$ cat src/design/firrs_pkg.sv
// Shared types, codes and widths for the FIR lowpass linear resampler.
`timescale 1ns / 1ps
`default_nettype none
package firrs_pkg;

  localparam int unsigned MAX_TAPS_DEF     = 255;
  localparam int unsigned SAMPLE_BITS_DEF  = 16;
  localparam int unsigned COEF_BITS_DEF    = 18;
  localparam int unsigned MAX_UPSAMPLE_DEF = 16;

  localparam int unsigned RATE_W   = 20;
  localparam int unsigned TCNT_W   = 8;
  localparam int unsigned TIDX_W   = 8;
  localparam int unsigned KIND_W   = 2;
  localparam int unsigned CFG_AW   = 2;
  localparam int unsigned SKIP_W   = 24;

  localparam logic [RATE_W-1:0] IN_RATE_RST  = 20'd44100;
  localparam logic [RATE_W-1:0] OUT_RATE_RST = 20'd22050;
  localparam logic [TCNT_W-1:0] TAPS_RST     = 8'd127;

  typedef enum logic [CFG_AW-1:0] {
    REG_IN_RATE   = 2'd0,
    REG_OUT_RATE  = 2'd1,
    REG_TAP_COUNT = 2'd2,
    REG_UNUSED    = 2'd3
  } cfg_reg_e;

  typedef enum logic [KIND_W-1:0] {
    KIND_COEF   = 2'd0,
    KIND_SAMPLE = 2'd1,
    KIND_FLUSH  = 2'd2,
    KIND_NONE   = 2'd3
  } item_kind_e;

  // Per-cycle commands to every cell of the delay chain.
  typedef struct packed {
    logic shift;
    logic rotate;
    logic clear;
  } cell_ctrl_t;

endpackage
`default_nettype wire

$ cat src/design/firrs_cell.sv
// One delay-line cell: a sample and its coefficient, shifted or rotated along the row.
`timescale 1ns / 1ps
`default_nettype none
module firrs_cell #(
  parameter int unsigned SAMPLE_BITS = firrs_pkg::SAMPLE_BITS_DEF,
  parameter int unsigned COEF_BITS   = firrs_pkg::COEF_BITS_DEF
) (
  input  wire                           clk_i,
  input  wire                           rst_ni,
  input  firrs_pkg::cell_ctrl_t         ctrl_i,
  input  wire                           coef_we_i,
  input  wire signed [COEF_BITS-1:0]    coef_wdata_i,
  input  wire signed [SAMPLE_BITS-1:0]  shift_in_i,
  input  wire signed [SAMPLE_BITS-1:0]  rot_sample_i,
  input  wire signed [COEF_BITS-1:0]    rot_coef_i,
  output logic signed [SAMPLE_BITS-1:0] sample_o,
  output logic signed [COEF_BITS-1:0]   coef_o
);
  import firrs_pkg::*;

  logic signed [SAMPLE_BITS-1:0] sample_q;
  logic signed [COEF_BITS-1:0]   coef_q;

  always_ff @(posedge clk_i or negedge rst_ni) begin
    if (!rst_ni) begin
      sample_q <= '0;
    end else if (ctrl_i.clear) begin
      sample_q <= '0;
    end else if (ctrl_i.shift) begin
      sample_q <= shift_in_i;
    end else if (ctrl_i.rotate) begin
      sample_q <= rot_sample_i;
    end
  end

  always_ff @(posedge clk_i) begin
    if (coef_we_i) begin
      coef_q <= coef_wdata_i;
    end else if (ctrl_i.rotate) begin
      coef_q <= rot_coef_i;
    end
  end

  assign sample_o = sample_q;
  assign coef_o   = coef_q;

endmodule
`default_nettype wire

$ cat config.mk
export PLATFORM = sky130hd
export DESIGN_NAME = firrs_cell
export DESIGN_NICKNAME = d
export VERILOG_FILES = /design/src/design/firrs_pkg.sv /design/src/design/firrs_cell.sv
export SDC_FILE = /design/constraint.sdc
export NUM_CORES = 1
export LEC_CHECK = 0
export BUFFER_PORTS_ARGS = -buffer_cell sky130_fd_sc_hd__buf_2
export CORE_AREA = 2 2 65 82
export CTS_CLUSTER_DIAMETER = 40
export DETAILED_ROUTE_END_ITERATION = 10
export DIE_AREA = 0 0 67 84
export HOLD_SLACK_MARGIN = 0.05
export PLACE_DENSITY = 0.67
export SETUP_SLACK_MARGIN = 0.05
export SLEW_MARGIN = 20
export SYNTH_ARGS = -nofsm -noshare
export SYNTH_HDL_FRONTEND = slang
export SYNTH_SLANG_ARGS = --single-unit
$ cat constraint.sdc
create_clock -name clk_i -period 1 [get_ports clk_i]
set_input_delay 0.1 -clock clk_i [delete_from_list [all_inputs] [get_ports clk_i]]
set_output_delay 0.1 -clock clk_i [all_outputs]
set_load 0.02 [all_outputs]
==> key figures <==
Min path
  – Min-delay src: shift_in_i[15]
  – Hold Path Depth: 3
  – Min-delay worst type: in2reg
  – WHS Endpoint: sample_o[15]

Floorplanning
  – Chip Width: 67 µm
  – Initial Utilization: 33.5%
  – Placeable core region: 4930 µm²
  – Io pins: 108
  – Die Ht: 84 µm
  – Die area: 5630 µm²
  – Row cnt: 29

Global route
  – All-Layer GR Usage: 13.1%
  – First-pass GRT wire length: 5620 µm
  – Total grt overflow: 0
  – Vias in the first global route: 1313
  – Antenna violations before repair: 0
  – Largest net degree at the start of global routing: 19

Synth
  – Fraction of registers with async set/reset: 47.1%
  – FF+latch count, synth: 34
  – Main synth FF type: edfxtp_1
  – Post-Syn Area: 1650 µm²
  – Yosys top cell area share: 32.7%
  – Largest cells by area after synthesis: edfxtp_1 33%, dfrtp_1 24%, mux2_2 12%, mux2i_1 9.7%, a211oi_2 7.6%
  – Post-Synthesis Cells: 110
  – Avg Cell Area, Syn: 15.0 µm²
  – Top cells by count, synth: 18 x edfxtp_1, 18 x mux2_2, 16 x dfrtp_1, 16 x mux2i_1, 16 x nor2b_1
  – Post-synth cell types: 14
  – Yosys warnings: 0
  – Syn nets: 184
  – Sequential share of the synthesized area: 56.9%
  – Area leader, netlist: edfxtp_1
  – Number of enable flip-flop cells after synthesis: 18

Worst setup path
  – Crit end category: output pin
  – Reg2reg setup slack: 120 ps
  – Startpoint types: flip-flop
  – RR Startpoint: sample_o[7]
  – Cell family with most CP delay: flip-flops
  – Depth of the most critical reg-to-reg path: 3
  – Max stage delay on crit path: 380 ps
  – CP cell instances: buf_2
  – WP data arrival: 820 ps
  – WS Path Type: reg2out
  – Slowest CP cell: dfrtp_1
  – CP Data Required Time: 900 ps
  – Crit path max fanout: 2
  – Crit path from: sample_o[5]
  – FF-to-FF End: sample_o[7]
  – Buf+Inv Stages, Crit Path: 1

Routing
  – Post-Route WL: 3590 µm
  – Post-DRT Antenna Nets: 0
  – Via Count: 1277
  – Via density: 4.45
  – Routed WL per cell: 12.5 µm
  – Iter 0 DRT Violations: 21
  – DR DRC count: 0
  – DRT Pass-1 Iters: 3

Run
  – Max cap viols: 0

STA
  – Setup TNS Final: 0 ps
  – PnR worst setup slack: 84.3 ps
  – Least-Margin Pin Slew: 400 ps
  – Slew headroom: 73.3%
  – Max Fclk: 1090 MHz
  – Setup violators final: 0
  – RSZ-0062 raised after global routing: yes
  – Fin. Hold Viols: 0
  – Fin crit period: 916 ps
  – Final Skew: 0 ps
  – Fin crit share: 91.6%
  – Max-slew violation count: 0

CTS
  – Clock Tree Buf Depth: 2
  – Clock tree from TritonCTS: built
  – CTS Buf Count: 5
  – Reg clk slew, reported paths: 70 ps
  – H-Tree Depth: 2
  – CTS Sinks: 34
  – Clk_lat worst skew: 280 ps
  – Root Buffer: clkbuf_8

Finish
  – FF/Latch Area: 941 µm²
  – Fin nets: 298
  – Filler cell count: 460
  – Layout area overhead: 46.0%
  – Number of diodes: 0
  – Multi-input gate area: 642 µm²
  – Layout cell share with drive strength beyond 1: 66.2%

Place
  – RD Place Congestion: 0.695
  – Port bufs: 107
  – Detailed Place HPWL: 2810 µm
  – Pre-CTS setup slack: 3.80 ps

Run status
  – Status: finished clean

Power
  – Combinational power share: 22.4%
  – Worst VDD drop: 0.751 mV
  – Pwr/cell area: 1420 nW/µm²
  – Switch Pwr: 0.000885 W
  – Lkg Pwr: 1.16 nW
  – Switching portion of total power: 25.8%
  – Sequential Power Share: 48.4%
  – Clock power share: 29.2%
  – Internal Power: 0.00255 W
-- cells in the final DEF (no fill, tap or decap) --
master	count
buf_6	6
buf_12	2
clkbuf_1	2
dlygate4sd3_1	1
a211oi_2	10
edfxtp_1	18
buf_2	101
mux2_2	18
or2_4	1
inv_1	1
clkbuf_8	6
a211oi_1	6
mux2i_1	16
dfrtp_1	16
buf_4	5
nor2b_1	16
-- cell type report --
cell class | count | area share [%]
clock buffer | 8 | 3.73
inverter | 1 | 0.155
multi-input combinational | 67 | 26.6
sequential | 34 | 39.0
tap | 62 | 3.21
timing repair buffer | 115 | 27.4
-- worst max path at each step --
stage | to | slack [ps] | depth (start not counted)
floorplan | coef_o[0] | 50 | 3
global placement | coef_o[0] | 30 | 3
detailed placement | coef_o[16] | 4 | 3
CTS | sample_o[9] | 60 | 1
global route | sample_o[9] | 50 | 1
finish | sample_o[5] | 80 | 1
-- per-stage QoR --
step                area (µm²)  utilization (%)  instances  hold slack (ps)  total power [W]
floorplan                 1670                -        110             -196          0.00212
global placement          2260             45.8        276             40.8          0.00243
detailed placement        2260             45.8        276             44.4          0.00243
CTS                       2360             47.9        285             94.2          0.00347
global route              2410             48.9        287              104          0.00363
finish                    2410             48.9        287              106          0.00343
-- state kept, by name (all words and copies together) (netlist names) --
name,count
coef_o,18
sample_o,16
-- power groups by stage --
stage	registers [W]	clock network, W	logic [W]
floorplan	0.00186	0	0.000262
global placement	0.00169	0	0.000739
detailed placement	0.00168	0	0.000748
CTS	0.00166	0.00106	0.000752
global route	0.00167	0.00112	0.000837
finish	0.00166	0.00100	0.000769
-- kinds of logic (layout without fill, tap and decap cells) --
| family | after synthesis | after routing | synth area share, % |
|---|---|---|---|
| buffers and inverters | 9 | 124 | 4.46 |
| AND/OR/NAND/NOR | 17 | 17 | 6.43 |
| multiplexers | 34 | 34 | 21.9 |
| flip-flops | 34 | 34 | 56.9 |
| AO/OA/AOI/OAI | 16 | 16 | 10.3 |
-- metal layers --
metal  global-route usage [%]  up-vias  part of all wire (%)
li1                         -      636                     -
met1                     14.0      547                    40
met2                     23.3       88                    47
met3                     4.59        6                    12
met4                     3.90        0                   1.2
met5                        0        -                     0
-- timing repair --
item / in CTS / in global routing
hold buffers: 1 / 0
setup buffers: 0 / 2
gates resized for setup: 0 / 12
endpoints found under the hold margin: 16 / 0
setup endpoints to repair: 0 / 7
Power figures use the tool's default switching activity.
