--- config.mk ---
export PLATFORM = sky130hd
export DESIGN_NAME = firrs_div
export DESIGN_NICKNAME = d
export VERILOG_FILES = /design/src/design/firrs_pkg.sv /design/src/design/firrs_div.sv
export SDC_FILE = /design/constraint.sdc
export NUM_CORES = 1
export LEC_CHECK = 0
export BUFFER_PORTS_ARGS = -buffer_cell sky130_fd_sc_hd__buf_2
export CAP_MARGIN = 20
export CORE_UTILIZATION = 45
export DETAILED_ROUTE_END_ITERATION = 7
export GPL_TIMING_DRIVEN = 0
export PLACE_DENSITY = 0.66
export SLEW_MARGIN = 25
export SYNTH_ARGS = -nofsm -noshare
export SYNTH_HDL_FRONTEND = slang
export SYNTH_SLANG_ARGS = --single-unit
--- constraint.sdc ---
create_clock -name clk_i -period 3.55 [get_ports clk_i]
set_clock_uncertainty 0.05 [all_clocks]
set_input_delay 0.71 -clock clk_i [delete_from_list [all_inputs] [get_ports clk_i]]
set_output_delay 0.71 -clock clk_i [all_outputs]
set_load 0.02 [all_outputs]
--- src/design/firrs_pkg.sv ---
// Shared types, codes and widths for the FIR lowpass linear resampler.
`timescale 1ns / 1ps
`default_nettype none
package firrs_pkg;

  localparam int unsigned MAX_TAPS_DEF     = 255;
  localparam int unsigned SAMPLE_BITS_DEF  = 16;
  localparam int unsigned COEF_BITS_DEF    = 18;
  localparam int unsigned MAX_UPSAMPLE_DEF = 16;

  localparam int unsigned RATE_W   = 20;
  localparam int unsigned TCNT_W   = 8;
  localparam int unsigned TIDX_W   = 8;
  localparam int unsigned KIND_W   = 2;
  localparam int unsigned CFG_AW   = 2;
  localparam int unsigned SKIP_W   = 24;

  localparam logic [RATE_W-1:0] IN_RATE_RST  = 20'd44100;
  localparam logic [RATE_W-1:0] OUT_RATE_RST = 20'd22050;
  localparam logic [TCNT_W-1:0] TAPS_RST     = 8'd127;

  typedef enum logic [CFG_AW-1:0] {
    REG_IN_RATE   = 2'd0,
    REG_OUT_RATE  = 2'd1,
    REG_TAP_COUNT = 2'd2,
    REG_UNUSED    = 2'd3
  } cfg_reg_e;

  typedef enum logic [KIND_W-1:0] {
    KIND_COEF   = 2'd0,
    KIND_SAMPLE = 2'd1,
    KIND_FLUSH  = 2'd2,
    KIND_NONE   = 2'd3
  } item_kind_e;

  // Per-cycle commands to every cell of the delay chain.
  typedef struct packed {
    logic shift;
    logic rotate;
    logic clear;
  } cell_ctrl_t;

endpackage
`default_nettype wire

--- src/design/firrs_div.sv ---
// Restoring divider, one quotient bit per cycle.
`timescale 1ns / 1ps
`default_nettype none
module firrs_div #(
  parameter int unsigned DVW = 37
) (
  input  wire                             clk_i,
  input  wire                             rst_ni,
  input  wire                             start_i,
  input  wire [DVW-1:0]                   dividend_i,
  input  wire [firrs_pkg::RATE_W-1:0]     divisor_i,
  output logic                            done_o,
  output logic [DVW-1:0]                  quo_o,
  output logic [firrs_pkg::RATE_W-1:0]    rem_o
);
  import firrs_pkg::*;

  localparam int unsigned CW = $clog2(DVW + 1);

  logic [CW-1:0]     cnt_q, cnt_d;
  logic              busy_q, busy_d;
  logic              done_q, done_d;
  logic [DVW-1:0]    quo_q, quo_d;
  logic [RATE_W-1:0] rem_q, rem_d;
  logic [RATE_W-1:0] div_q, div_d;
  logic [RATE_W:0]   trial;

  always_comb begin
    cnt_d  = cnt_q;
    busy_d = busy_q;
    done_d = 1'b0;
    quo_d  = quo_q;
    rem_d  = rem_q;
    div_d  = div_q;
    trial  = {rem_q, quo_q[DVW-1]};
    if (start_i) begin
      busy_d = 1'b1;
      cnt_d  = '0;
      quo_d  = dividend_i;
      rem_d  = '0;
      div_d  = divisor_i;
    end else if (busy_q) begin
      if (trial >= {1'b0, div_q}) begin
        rem_d = RATE_W'(trial - {1'b0, div_q});
        quo_d = {quo_q[DVW-2:0], 1'b1};
      end else begin
        rem_d = trial[RATE_W-1:0];
        quo_d = {quo_q[DVW-2:0], 1'b0};
      end
      cnt_d = cnt_q + 1'b1;
      if (cnt_q == CW'(DVW - 1)) begin
        busy_d = 1'b0;
        done_d = 1'b1;
      end
    end
  end

  always_ff @(posedge clk_i or negedge rst_ni) begin
    if (!rst_ni) begin
      cnt_q  <= '0;
      busy_q <= 1'b0;
      done_q <= 1'b0;
    end else begin
      cnt_q  <= cnt_d;
      busy_q <= busy_d;
      done_q <= done_d;
    end
  end

  always_ff @(posedge clk_i) begin
    quo_q <= quo_d;
    rem_q <= rem_d;
    div_q <= div_d;
  end

  assign done_o = done_q;
  assign quo_o  = quo_q;
  assign rem_o  = rem_q;

`ifndef NO_ASSERTIONS
  a_done_ends_busy: assert property (@(posedge clk_i) disable iff (!rst_ni)
    done_q |-> !busy_q) else $error("divider done while still busy");
  a_rem_below_div: assert property (@(posedge clk_i) disable iff (!rst_ni)
    done_q |-> (rem_q < div_q)) else $error("divider remainder not below divisor");
  a_start_idle: assert property (@(posedge clk_i) disable iff (!rst_ni)
    start_i |-> !busy_q) else $error("divider started while busy");
`endif

endmodule
`default_nettype wire

==> metrics.txt <==
status finished clean; total of max-cap violations 0; Detail Route Antenna Nets 0; die area 10400 µm²; postcts setup bufs 0; #FFs+latches synth 85; most common cell after layout, fill and taps aside buf_2; worst vdd ir 0.283 mV; synthesized area per cell 11.7 µm²; Initial Utilization 46.2%; first-pass GRT wire length 15.3 mm; Root Driver clkbuf_8; Leak 2.52 nW; Syn-to-layout area delta 21.6%; largest net degree at the start of global routing 23; TritonCTS Buffers 9; gpl congestion 0.876; drt first-iter violations 156; # nets final 595; crit start category flop; Synth cell types 54; Post-CTS Hold Buffers 0; CP bufs+invs 1; Post-Syn Instances 383; wire length per cell 15.3 µm; Slew HR 56.7%; fmax 0.330 GHz; worst-path fanout max 10; sequential area share after synthesis 51.4%; EDFF count, synth 57; RSZ-0062 raised after global routing no; minimum clock period 3.03 ns; final hold violations 0; Buffers on Ports 117; delay-heaviest family, CP compound AO/OA/AOI/OAI gates; GRT overflow 0; P per Cell Area 678 nW/µm²; Async S/R FF share, synth 9.41%; Setup violations, final 0; Setup TNS Final 0 ns; post-place setup slack 0.541 ns; Worst-Margin Slew 0.649 ns; post-detailed-route DRC marker count 0; slowest cell delay on critical path 0.47 ns; CP Cell Sequence ha_1 > o211ai_2 > a21oi_2 > a2111oi_4 > o31ai_2 > a2111o_1 > a21oi_4 > buf_8 > mux2i_1 > a211oi_1; CP required 3.72 ns; clk_lat worst skew 0.36 ns; initial antenna violation count 0; cts repair resizes 0; Crit Path Class reg -> reg; H-tree levels 3; crit share post-route 85.3%; max-slew violation total from the final report 0; CTS tree yes; Core Area 9730 µm²; Via density 5.18; slowest CP cell a2111o_1; final worst setup slack 0.521 ns; WP data arrival 3.20 ns; most frequent cells in the layout buf_2 (117), edfxtp_1 (57), mux2_2 (37), nor2_1 (37), inv_1 (27); Mapped Area 4500 µm²; Top FF cell, synth edfxtp_1; GRT Total Usage 19.6%; final WL 9.94 mm; syn_nets 466; Hold WC Path Type in -> async; Worst-path clk slew 0.09 ns; CTS Buffer Depth 2; Antenna diodes 0; row cnt 36; vias in the first global route 3229; I/O Pins 118; dpl hpwl 7.28 mm; Die Span X 102 µm; clock sinks 85; Die Ht 102 µm; Synth Warn # 0; drt first pass iters 4; via count 3370; Worst setup EP type flop; layout cells sized above 1 34.6%
-- stage by stage --
| stage | instance area, µm² | total power, mW | hold WS [ns] | utilization (%) | instances |
|---|---|---|---|---|---|
| global route | 5470 | 3.94 | 0.124 | 56.3 | 650 |
| CTS | 5470 | 3.73 | 0.112 | 56.3 | 650 |
| detailed placement | 5280 | 3.04 | 0.447 | 54.3 | 634 |
| floorplan | 4500 | 2.62 | 0.364 | - | 383 |
| global placement | 5250 | 3.01 | 0.454 | 54.0 | 633 |
| finish | 5470 | 3.71 | 0.115 | 56.3 | 650 |
-- where the power goes --
group | internal (mW) | switching, mW | leakage [nW]
combinational | 0.715 | 0.928 | 1.57
clock | 0.326 | 0.365 | 0.0943
sequential | 1.24 | 0.141 | 0.855
-- Yosys cell counts, types with 2 or more instances --
library cell	count	share of area (%)
nand2b_1	2	0.28
nor4_1	3	0.42
and3_1	3	0.42
nor2_1	37	3.1
nand3_1	6	0.67
mux2_2	37	9.3
nor3_1	3	0.33
dfrtp_1	8	4.4
nand4b_1	2	0.39
a211oi_1	15	2.5
o31ai_1	3	0.50
nand4_1	4	0.56
a311o_1	2	0.44
ha_1	22	6.1
a21oi_1	18	2.0
o21ai_0	8	0.89
xor2_1	6	1.2
a21o_1	6	1.0
dfxtp_1	20	8.9
mux2i_1	15	3.3
clkbuf_1	13	1.1
a311oi_1	5	0.97
a211o_1	2	0.39
a32oi_1	2	0.39
xnor2_1	13	2.5
or3_1	2	0.28
o31a_1	2	0.39
inv_1	27	2.3
edfxtp_1	57	38
a31oi_1	3	0.42
o21a_1	2	0.33
nand2_1	13	1.1
-- final timing paths --
kind | depth (start not counted) | from | end | slack, ns
setup / recovery | 10 | rem_o[1] | rem_o[16] | 0.52
hold / removal | 1 | rst_ni | cnt_q[3] | 0.12
setup reg to reg | 10 | rem_o[1] | rem_o[16] | 0.52
hold reg to reg | 2 | rem_o[9] | rem_o[9] | 0.47
max in group asynchronous | 1 | rst_ni | busy_q | 3.16
min in group clk_i | 1 | divisor_i[16] | div_q[16] | 0.47
-- cells by family (layout without fill, tap and decap cells) --
family | Yosys count | in the layout | share of synthesized area [%]
compound gates | 78 | 78 | 12.9
xor+xnor | 19 | 19 | 3.70
fa+ha+maj | 23 | 23 | 6.56
buf+inv | 44 | 178 | 4.09
flops | 85 | 85 | 51.4
mux | 52 | 52 | 12.6
simple gates | 82 | 82 | 8.73
-- layer usage --
metal  wire, µm  global-route usage (%)  up-vias
li1           -                       -     1679
met1       4600                    25.5     1581
met2       4560                    30.0       93
met3        547                    5.20       17
met4        238                    9.89        0
met5          0                       0        -
-- sequential cells by signal, summed over array words and instances (netlist names) --
signal  count
div_q      20
quo_o      37
busy_q      1
done_o      1
rem_o      20
cnt_q       6
-- final cells by class --
| type | instances | area, µm² |
|---|---|---|
| Buffer | 16 | 78.8 |
| Clock buffer | 10 | 128 |
| Clock inverter | 6 | 63.8 |
| Fill cell | 877 | 4260 |
| Inverter | 28 | 105 |
| Multi-Input combinational cell | 254 | 2010 |
| Sequential cell | 85 | 2310 |
| Tap cell | 133 | 166 |
| Timing Repair Buffer | 118 | 613 |
No activity file was read; power rests on OpenSTA's default activity.
